`src/design/okvt_pkg.sv`:
```
// Package with the operation codes, status codes and cell commands of the ordered key/value table.
`default_nettype none
package okvt_pkg;

  localparam logic [2:0] FN_INSERT  = 3'd0;
  localparam logic [2:0] FN_LOOKUP  = 3'd1;
  localparam logic [2:0] FN_REMOVE  = 3'd2;
  localparam logic [2:0] FN_RESET   = 3'd3;
  localparam logic [2:0] FN_ADVANCE = 3'd4;

  localparam logic [2:0] STAT_ADDED     = 3'd0;
  localparam logic [2:0] STAT_UPDATED   = 3'd1;
  localparam logic [2:0] STAT_FOUND     = 3'd2;
  localparam logic [2:0] STAT_REMOVED   = 3'd3;
  localparam logic [2:0] STAT_NOT_FOUND = 3'd4;
  localparam logic [2:0] STAT_FULL      = 3'd5;
  localparam logic [2:0] STAT_ITER      = 3'd6;

  typedef enum logic [2:0] {
    CELL_HOLD   = 3'd0,
    CELL_PROBE  = 3'd1,
    CELL_UPDATE = 3'd2,
    CELL_APPEND = 3'd3,
    CELL_SHIFT  = 3'd4
  } cell_op_t;

  typedef struct packed {
    cell_op_t    op;
    logic [31:0] key;
    logic [31:0] value;
  } cell_cmd_t;

endpackage
`default_nettype wire

```
`src/design/ordered_key_value_table.sv`:
```
// Top level of the ordered key/value table: control sequencer and the chain of slot cells.
// A start transfer runs the probe step, then the execute step, which registers the result strobe.
// A new operation is taken only when idle; busy is high during the probe and execute steps.
// The cells compare the key in the probe step and update, append or shift in the execute step.
// Reset clears the internal entry count, the iterator and the control state; slot contents stay unknown.
// The receiver cannot stall; each result is shown for one cycle.
`default_nettype none
module ordered_key_value_table import okvt_pkg::*; #(
  parameter int TABLE_DEPTH = 16
) (
  input  wire logic                               clk,
  input  wire logic                               rst,
  input  wire logic                               start,
  output logic                                    busy,
  input  wire logic [2:0]                         func,
  input  wire logic signed [31:0]                 key_in,
  input  wire logic [31:0]                        value_in,
  output logic                                    result_valid,
  output logic [2:0]                              status,
  output logic signed [31:0]                      key_out,
  output logic [31:0]                             value_out,
  output logic                                    at_end,
  output logic [$clog2(TABLE_DEPTH+1)-1:0]        entry_count
);

  localparam int IW = $clog2(TABLE_DEPTH);
  localparam int CW = $clog2(TABLE_DEPTH + 1);

  typedef enum logic [2:0] {
    S_IDLE  = 3'b001,
    S_PROBE = 3'b010,
    S_EXEC  = 3'b100
  } state_t;

  state_t        state, state_next;
  logic [2:0]    op_func;
  logic [31:0]   op_key;
  logic [31:0]   op_value;
  logic [CW-1:0] count, count_next;
  logic [CW-1:0] pos, pos_next;

  cell_cmd_t     cmd;
  logic [IW-1:0] slot;

  logic [31:0] cell_key   [TABLE_DEPTH];
  logic [31:0] cell_value [TABLE_DEPTH];
  logic [31:0] cell_hval  [TABLE_DEPTH];
  logic [31:0] cell_rkey  [TABLE_DEPTH];
  logic [31:0] cell_rval  [TABLE_DEPTH];
  logic [TABLE_DEPTH-1:0] cell_hit;

  logic          hit_any;
  logic [IW-1:0] hit_idx;
  logic [31:0]   hit_val;
  logic [31:0]   rd_key_bus;
  logic [31:0]   rd_val_bus;
  logic [CW-1:0] count_dec;

  logic [2:0]    status_next;
  logic [31:0]   key_out_next;
  logic [31:0]   value_out_next;

  assign busy = (state != S_IDLE);

  always_ff @(posedge clk) begin
    if (rst) begin
      state        <= S_IDLE;
      count        <= '0;
      pos          <= '0;
      result_valid <= 1'b0;
    end else begin
      state        <= state_next;
      count        <= count_next;
      pos          <= pos_next;
      result_valid <= (state == S_EXEC);
    end
  end

  always_ff @(posedge clk) begin
    if (state == S_IDLE && start) begin
      op_func  <= func;
      op_key   <= key_in;
      op_value <= value_in;
    end
    if (state == S_EXEC) begin
      status      <= status_next;
      key_out     <= key_out_next;
      value_out   <= value_out_next;
      at_end      <= (pos_next == '0);
      entry_count <= count_next;
    end
  end

  always_comb begin
    hit_any    = |cell_hit;
    hit_idx    = '0;
    hit_val    = '0;
    rd_key_bus = '0;
    rd_val_bus = '0;
    for (int i = 0; i < TABLE_DEPTH; i++) begin
      hit_idx    = hit_idx | (cell_hit[i] ? IW'(i) : '0);
      hit_val    = hit_val | cell_hval[i];
      rd_key_bus = rd_key_bus | cell_rkey[i];
      rd_val_bus = rd_val_bus | cell_rval[i];
    end
  end

  assign count_dec = count - CW'(1);

  always_comb begin
    state_next     = state;
    count_next     = count;
    pos_next       = pos;
    cmd.op         = CELL_HOLD;
    cmd.key        = op_key;
    cmd.value      = op_value;
    slot           = count[IW-1:0];
    status_next    = STAT_NOT_FOUND;
    key_out_next   = '0;
    value_out_next = '0;
    case (state)
      S_IDLE: begin
        if (start) begin
          state_next = S_PROBE;
        end
      end
      S_PROBE: begin
        cmd.op     = CELL_PROBE;
        state_next = S_EXEC;
        if (op_func == FN_RESET) begin
          pos_next = (count != '0) ? CW'(1) : '0;
        end else if (op_func == FN_ADVANCE && pos != '0) begin
          pos_next = (pos < count) ? pos + CW'(1) : '0;
        end
      end
      S_EXEC: begin
        state_next = S_IDLE;
        case (op_func)
          FN_INSERT: begin
            if (hit_any) begin
              cmd.op      = CELL_UPDATE;
              status_next = STAT_UPDATED;
            end else if (count < CW'(TABLE_DEPTH)) begin
              cmd.op      = CELL_APPEND;
              count_next  = count + CW'(1);
              status_next = STAT_ADDED;
            end else begin
              status_next = STAT_FULL;
            end
          end
          FN_LOOKUP: begin
            if (hit_any) begin
              status_next    = STAT_FOUND;
              value_out_next = hit_val;
            end
          end
          FN_REMOVE: begin
            if (hit_any) begin
              cmd.op      = CELL_SHIFT;
              slot        = hit_idx;
              count_next  = count_dec;
              status_next = STAT_REMOVED;
              if (pos != '0 && (CW'(hit_idx) + CW'(1)) < pos) begin
                pos_next = pos - CW'(1);
              end else if (pos != '0 && pos > count_dec) begin
                pos_next = '0;
              end
            end
          end
          FN_RESET, FN_ADVANCE: begin
            status_next    = STAT_ITER;
            key_out_next   = rd_key_bus;
            value_out_next = rd_val_bus;
          end
          default: begin
          end
        endcase
      end
      default: begin
        state_next = S_IDLE;
      end
    endcase
  end

  for (genvar g = 0; g < TABLE_DEPTH; g++) begin : g_cell
    logic [31:0] nb_key;
    logic [31:0] nb_value;
    if (g == TABLE_DEPTH - 1) begin : g_last
      assign nb_key   = cell_key[g];
      assign nb_value = cell_value[g];
    end else begin : g_mid
      assign nb_key   = cell_key[g+1];
      assign nb_value = cell_value[g+1];
    end
    okvt_cell #(
      .INDEX (g),
      .IW    (IW),
      .CW    (CW)
    ) u_cell (
      .clk       (clk),
      .rst       (rst),
      .cmd       (cmd),
      .slot      (slot),
      .count_lim (count),
      .rd_slot   (IW'(pos - CW'(1))),
      .rd_en     (pos != '0),
      .nb_key    (nb_key),
      .nb_value  (nb_value),
      .key       (cell_key[g]),
      .value     (cell_value[g]),
      .hit       (cell_hit[g]),
      .hit_value (cell_hval[g]),
      .rd_key    (cell_rkey[g]),
      .rd_value  (cell_rval[g])
    );
  end

endmodule
`default_nettype wire

```
`src/design/okvt_cell.sv`:
```
// One slot of the table: holds a key and a value, compares, and shifts from its right neighbor.
`default_nettype none
module okvt_cell import okvt_pkg::*; #(
  parameter int INDEX = 0,
  parameter int IW = 4,
  parameter int CW = 5
) (
  input  wire logic          clk,
  input  wire logic          rst,
  input  wire cell_cmd_t     cmd,
  input  wire logic [IW-1:0] slot,
  input  wire logic [CW-1:0] count_lim,
  input  wire logic [IW-1:0] rd_slot,
  input  wire logic          rd_en,
  input  wire logic [31:0]   nb_key,
  input  wire logic [31:0]   nb_value,
  output logic [31:0]        key,
  output logic [31:0]        value,
  output logic               hit,
  output logic [31:0]        hit_value,
  output logic [31:0]        rd_key,
  output logic [31:0]        rd_value
);

  logic rd_sel;

  always_ff @(posedge clk) begin
    if (rst) begin
      hit <= 1'b0;
    end else if (cmd.op == CELL_PROBE) begin
      hit <= (key == cmd.key) && (CW'(INDEX) < count_lim);
    end
  end

  always_ff @(posedge clk) begin
    case (cmd.op)
      CELL_UPDATE: begin
        if (hit) begin
          value <= cmd.value;
        end
      end
      CELL_APPEND: begin
        if (IW'(INDEX) == slot) begin
          key   <= cmd.key;
          value <= cmd.value;
        end
      end
      CELL_SHIFT: begin
        if (IW'(INDEX) >= slot) begin
          key   <= nb_key;
          value <= nb_value;
        end
      end
      default: begin
      end
    endcase
  end

  assign rd_sel    = rd_en && (IW'(INDEX) == rd_slot);
  assign hit_value = hit ? value : 32'd0;
  assign rd_key    = rd_sel ? key : 32'd0;
  assign rd_value  = rd_sel ? value : 32'd0;

endmodule
`default_nettype wire

```
`config.mk`:
```
export PLATFORM = sky130hd
export DESIGN_NAME = ordered_key_value_table
export DESIGN_NICKNAME = d
export VERILOG_FILES = /design/src/design/okvt_pkg.sv /design/src/design/ordered_key_value_table.sv /design/src/design/okvt_cell.sv
export SDC_FILE = /design/constraint.sdc
export NUM_CORES = 2
export LEC_CHECK = 0
export BUFFER_PORTS_ARGS = -buffer_cell sky130_fd_sc_hd__buf_2
export CAP_MARGIN = 20
export CORE_MARGIN = 4
export CORE_UTILIZATION = 58
export CTS_CLUSTER_DIAMETER = 120
export DETAILED_ROUTE_END_ITERATION = 10
export PLACE_DENSITY = 0.78
export SLEW_MARGIN = 20
export SYNTH_ARGS = -nofsm -noshare
export SYNTH_HDL_FRONTEND = slang
export SYNTH_HIERARCHICAL = 1
export SYNTH_SLANG_ARGS = --single-unit
```
`constraint.sdc`:
```
create_clock -name clk -period 9.1 [get_ports clk]
set_input_delay 1.365 -clock clk [delete_from_list [all_inputs] [get_ports clk]]
set_output_delay 1.365 -clock clk [all_outputs]
set_load 0.03 [all_outputs]
```
# Word-level counts from Yosys, hierarchy flattened
# Index checks and enable logic that the tools add are counted.
[op_classes] n_shift=0 mux=202 div=0 bitwise_logic=59 magnitude_cmp=35 multipliers=0 reduce_logical=79 n_addsub=5 eq_ne=106
[ops] op="$mux 32" count=126
[ops] op="$or 32x32->32" count=45
[ops] op="$pmux 32 s3" count=15
[ops] op="$pmux 32 s2" count=17
[ops] op="$eq 32x32->1" count=16
[ops] op="$ne 2x1->1 const B" count=47
[ops] op="$eq 4x4->1 const A" count=16
[ops] op="$reduce_and 4->1" count=15
[ops] op="$mux 5" count=11
[ops] op="$reduce_and 3->1" count=16
[ops] op="$mux 4" count=11
[ops] op="$lt 4x5->1 const A" count=8
[ops] op="$logic_and 1x1->1" count=36
[ops] op="$eq 3x4->1 const A" count=8
[ops] op="$mux 3" count=10
[ops] op="$ge 4x4->1 const A" count=7
[ops] op="$or 4x4->4" count=7
[ops] op="$lt 3x5->1 const A" count=4
[ops] op="$pmux 5 s2" count=2
[ops] op="$pmux 3 s2" count=3
[ops] op="$eq 2x4->1 const A" count=4
[ops] op="$ge 3x4->1 const A" count=4
[ops] op="$reduce_or 16->1" count=1
[ops] op="$eq 3x2->1 const B" count=5
[ops] op="other kinds (31)" count=52
[totals] in_bits=70 ram_bits=0 output_inout_bits=75 word_cells=546 ff_bits=1194 latchBits=0 memories=0 rom_bits=0

# Logic depth before layout (Yosys ltp)
[logic_depth] word_depth=23 depth_mapped=13 ltp_nobuf=12

# Hierarchy
# Netlist, hierarchy kept.
[modules_own_cells] module="ordered_key_value_table" seq_area_each_um2=4484.3 cells_each=904 instances=1 area_each_um2=9409.0
[modules_own_cells] module="okvt_cell at g_cell[2].u_cell" seq_area_each_um2=1941.9 cells_each=303 instances=1 area_each_um2=4067.7
[modules_own_cells] module="okvt_cell at g_cell[13].u_cell" seq_area_each_um2=1941.9 cells_each=300 instances=1 area_each_um2=3971.3
[modules_own_cells] module="okvt_cell at g_cell[15].u_cell" seq_area_each_um2=1941.9 cells_each=298 instances=1 area_each_um2=3956.3
[modules_own_cells] module="okvt_cell at g_cell[0].u_cell" seq_area_each_um2=1941.9 cells_each=306 instances=1 area_each_um2=3857.4
[modules_own_cells] module="okvt_cell at g_cell[8].u_cell" seq_area_each_um2=1941.9 cells_each=301 instances=1 area_each_um2=3842.4
[modules_own_cells] module="okvt_cell at g_cell[7].u_cell" seq_area_each_um2=1941.9 cells_each=301 instances=1 area_each_um2=3838.7
[modules_own_cells] module="okvt_cell at g_cell[5].u_cell" seq_area_each_um2=1941.9 cells_each=300 instances=1 area_each_um2=3827.4
[modules_own_cells] module="okvt_cell at g_cell[11].u_cell" seq_area_each_um2=1941.9 cells_each=301 instances=1 area_each_um2=3809.9
[modules_own_cells] module="okvt_cell at g_cell[4].u_cell" seq_area_each_um2=1941.9 cells_each=300 instances=1 area_each_um2=3809.9
[modules_own_cells] module="okvt_cell at g_cell[10].u_cell" seq_area_each_um2=1941.9 cells_each=301 instances=1 area_each_um2=3802.4
[modules_own_cells] module="okvt_cell at g_cell[12].u_cell" seq_area_each_um2=1941.9 cells_each=301 instances=1 area_each_um2=3798.6
[modules_own_cells] module="okvt_cell at g_cell[9].u_cell" seq_area_each_um2=1941.9 cells_each=302 instances=1 area_each_um2=3792.4
[modules_own_cells] module="okvt_cell at g_cell[14].u_cell" seq_area_each_um2=1941.9 cells_each=300 instances=1 area_each_um2=3789.9
[modules_own_cells] module="+3 rows"

# Least setup slack after synthesis
# OpenSTA, ideal clock, no wires.
[synth_path] path_kind="reg-to-reg" start="register state[2]" end="register g_cell[1].u_cell.value[0] (enable)" setup_time_ps=377 arrival_time_ps=9090 synth_period_minus_slack_ps=9467 path_stages_with_launch=10 path_buffers=1 required_ps=8723 slack_ps=-367 cell_sequence="dfxtp_1 > or3b_1 > buf_6 > clkinv_4 > nand2_1 > a211oi_1 > nor2b_1 > a31oi_1 > nor4_1 > a31o_2"
[synth_rtl] element="start: declaration" line_no="ordered_key_value_table.sv:35" text="state_t state, state_next;"
[synth_rtl] element="start signal: assignment" line_no="ordered_key_value_table.sv:72" text="state <= state_next;"
[synth_rtl] element="end signal: assignment" line_no="okvt_cell.sv:39" text="value <= cmd.value;"
[synth_rtl] element="end signal: assignment" line_no="okvt_cell.sv:45" text="value <= cmd.value;"
[synth_rtl] element="end signal: assignment" line_no="okvt_cell.sv:51" text="value <= nb_value;"
[synth_rtl] element="end: declaration" line_no="okvt_cell.sv:18" text="output logic [31:0] value,"

==> impl_metrics.env <==
export IMPL_outcome="finished, final reports clean"
export IMPL_clock_sinks=1194
export IMPL_route_vias_total=51439
export IMPL_dieArea_um2=128000
export IMPL_p_leak_nw=27.3
export IMPL_crit_type="reg -> reg"
export IMPL_crit_slowest_cell="dfxtp_2"
export IMPL_grt_pass1_wl_um=346000
export IMPL_setup_viol=0
export IMPL_ys_types=88
export IMPL_grt_setup_unrepaired="no"
export IMPL_cts_root_buf="clkbuf_16"
export IMPL_clockBufferDepth=3
export IMPL_dieWidth_um=358
export IMPL_cp_common_cell="buf_4"
export IMPL_irDropWorstVdd_uv=206
export IMPL_routed_via_density=6.77
export IMPL_clock_fmax_ghz=0.175
export IMPL_htree_levels=4
export IMPL_hold_viol_final=0
export IMPL_synthFlopType="edfxtp_1"
export IMPL_ys_seq_area_share_pct=50.1
export IMPL_tightestPinTransition_ns=1.38
export IMPL_dpl_hpwl_um=153000
export IMPL_syn_inst=5711
export IMPL_cts_tree="built"
export IMPL_grt_start_max_net_pins=84
export IMPL_gp_congestion=1.04
export IMPL_critPathRequiredTime_ns=9.51
export IMPL_worstPathMaxFanout=36
export IMPL_arrival_ns=6.13
export IMPL_instances_no_fill=7593
export IMPL_grt_pass1_vias=50157
export IMPL_portBuffers=144
export IMPL_yosys_warnings=6
export IMPL_avgSynthCellArea_um2=12.4
export IMPL_fin_skew_ns=0.0365
export IMPL_synth_edf_count=1164
export IMPL_drive_above_1_share_pct=23.9
export IMPL_timing_slew_headroom_pct=7.40
export IMPL_start_kind="flip-flop"
export IMPL_drtIter0Drc=7133
export IMPL_ctsHoldBuffers=0
export IMPL_area_growth_pct=10.0
export IMPL_syn_nets=5802
export IMPL_final_nets=5941
export IMPL_cts_buffers_inserted=134
export IMPL_rr_worst_depth=12
export IMPL_antenna_found_initial=12
export IMPL_startpoint="g_cell[10].u_cell/hit$_SDFFE_PP0N_"
export IMPL_hold_path_depth=1
export IMPL_drc=0
export IMPL_reg2reg_slack_ns=3.38
export IMPL_path_clk_slew_ns=0.06
export IMPL_max_cap_violations=0
export IMPL_cts_resized=0
export IMPL_slew_violations=0
export IMPL_ys_async_sr_fraction_pct=0
export IMPL_postCtsSetupBuffers=0
export IMPL_grtUsageTotal_pct=37.3
export IMPL_netlist_area_um2=70900
export IMPL_end_kind="flip-flop"
export IMPL_start_util_pct=58.3
export IMPL_io_pins=145
export IMPL_min_delay_path_class="reg -> reg"
export IMPL_insertion_delay_ns=0.80
export IMPL_dp_cells=7337
export IMPL_placementRows=128
export IMPL_coreArea_um2=122000
export IMPL_fin_crit_sh_pct=62.8
export IMPL_synth_seq_cells=1194
export IMPL_power_density_nw_per_um2=158
export IMPL_period_needed_ns=5.72
export IMPL_first_pass_iters=10
export IMPL_rr_startpoint="g_cell[10].u_cell/hit$_SDFFE_PP0N_"
export IMPL_setup_tns_ns=0
export IMPL_grt_ovfl_total=0
export IMPL_rr_endpoint="g_cell[13].u_cell/key[20]$_DFFE_PP_"
export IMPL_post_drt_wl_per_cell_um=32.1
export IMPL_slowest_delay_ns=1.14
export IMPL_critPathCapture="g_cell[13].u_cell/key[20]$_DFFE_PP_"
export IMPL_crit_chain="nor4_1 -> nand4_4 -> nor3_1 -> nand2_1 -> nand2_2 -> buf_4 -> nor3_4 -> buf_4 -> buf_4 -> nand2_1 -> o21ai_4 -> buf_4"
export IMPL_ant_nets=0
export IMPL_routed_wl_um=244000
export IMPL_die_h_um=358
## cells in the mapped netlist (35+ instances only)
master	number	area share (%)
buf_2	45	0.32
and2_1	1473	13
a41oi_1	35	0.43
nor2_1	46	0.24
xor2_1	296	3.7
clkbuf_1	152	0.80
mux2_1	207	3.3
buf_4	40	0.42
and3_1	65	0.57
nor4_1	477	4.2
mux2_2	692	11
mux2_4	126	2.7
nand2_1	43	0.23
edfxtp_1	1164	49
nand4_1	144	1.3
xnor2_1	227	2.8
## state kept, by name, summed over array words and instances, names as in the netlist, 16 cells and up
name	flops
g_cell.u_cell/value	512
value_out	32
op_key	32
op_value	32
g_cell.u_cell/hit	16
g_cell.u_cell/key	512
key_out	32
## where the power goes
part / internal [mW] / switching [mW]
logic: 0.330 / 0.410
registers: 6.07 / 0.0504
clock network: 3.17 / 2.33
total: 9.57 / 2.79
## placed cells by master (no fill, tap or decap), drive strengths merged, types with 7 or more instances in the layout
cell type,instances
nand3b,17
diode,10
clkbuf,172
nand3,24
clkinv,46
o21ai,42
nand4b,11
buf,290
nand4,146
and3,66
bufinv,12
and2,1476
nor3,27
xnor2,227
ha,21
nor4,486
xor2,296
mux2,1025
inv,46
nor2,48
a21oi,21
dfxtp,30
or3b,7
edfxtp,1164
nand2b,11
a22o,33
nor2b,14
nor3b,18
nand2,44
a41oi,35
mux2i,9
## kinds of logic after synthesis
group | synth area share (%)
simple gates | 21.4
flops | 50.1
mux | 17.1
xor+xnor | 6.46
buf+inv | 2.50
compound gates | 2.05
fa+ha+maj | 0.371
## critical path, delay by kind of cell (launching register included)
kind | cells | cell delay (ns)
DFF | 1 | 1.14
AOI/OAI and AO/OA | 1 | 0.11
buffers and inverters | 4 | 2.24
and+or+nand+nor | 7 | 1.72
## final cells by class
| class | instances | area [um^2] |
|---|---|---|
| fillers | 9122 | 43500 |
| flip-flops and latches | 1194 | 35600 |
| clock buffers | 172 | 3630 |
| repair buffers | 290 | 1860 |
| diodes | 10 | 25.0 |
| well taps | 1625 | 2030 |
| multi-input cells | 4193 | 34000 |
| clock inverters | 72 | 719 |
| inverters | 37 | 149 |
## per-layer routing
layer | vias up | part of all wire [%] | global-route usage [%]
met5 | - | 0 | 0
met4 | 0 | 9.1 | 27.7
met3 | 1006 | 11 | 7.55
met2 | 3767 | 44 | 57.6
met1 | 25189 | 35 | 46.6
li1 | 21477 | - | -
## worst min path at each step
stage	endpoint	slack [ns]	from
6_report	g_cell[7].u_cell/value[29]$_DFFE_PP_	0.57	g_cell[8].u_cell/value[29]$_DFFE_PP_
5_1_grt	g_cell[8].u_cell/value[12]$_DFFE_PP_	0.59	g_cell[9].u_cell/value[12]$_DFFE_PP_
4_1_cts	g_cell[7].u_cell/value[29]$_DFFE_PP_	0.58	g_cell[8].u_cell/value[29]$_DFFE_PP_
3_5_place_dp	g_cell[5].u_cell/value[20]$_DFFE_PP_	0.56	g_cell[6].u_cell/value[20]$_DFFE_PP_
3_3_place_gp	g_cell[0].u_cell/value[21]$_DFFE_PP_	0.55	g_cell[1].u_cell/value[21]$_DFFE_PP_
2_1_floorplan	g_cell[0].u_cell/hit$_SDFFE_PP0N_	0.51	g_cell[0].u_cell/hit$_SDFFE_PP0N_
## per-stage QoR
step / util [%] / setup WS, ns / hold WS [ns] / area [um^2] / total power, mW
after floorplan: - / 0.992 / 0.510 / 70900 / 6.70
after global placement: 60.5 / 3.77 / 0.553 / 73600 / 6.93
after detailed placement: 60.5 / 3.65 / 0.562 / 73600 / 6.95
after CTS: 64.1 / 3.56 / 0.575 / 77900 / 12.4
after global routing: 64.2 / 3.39 / 0.592 / 78000 / 12.6
final: 64.2 / 3.38 / 0.570 / 78000 / 12.4
No activity file was read; power rests on OpenSTA's default activity.
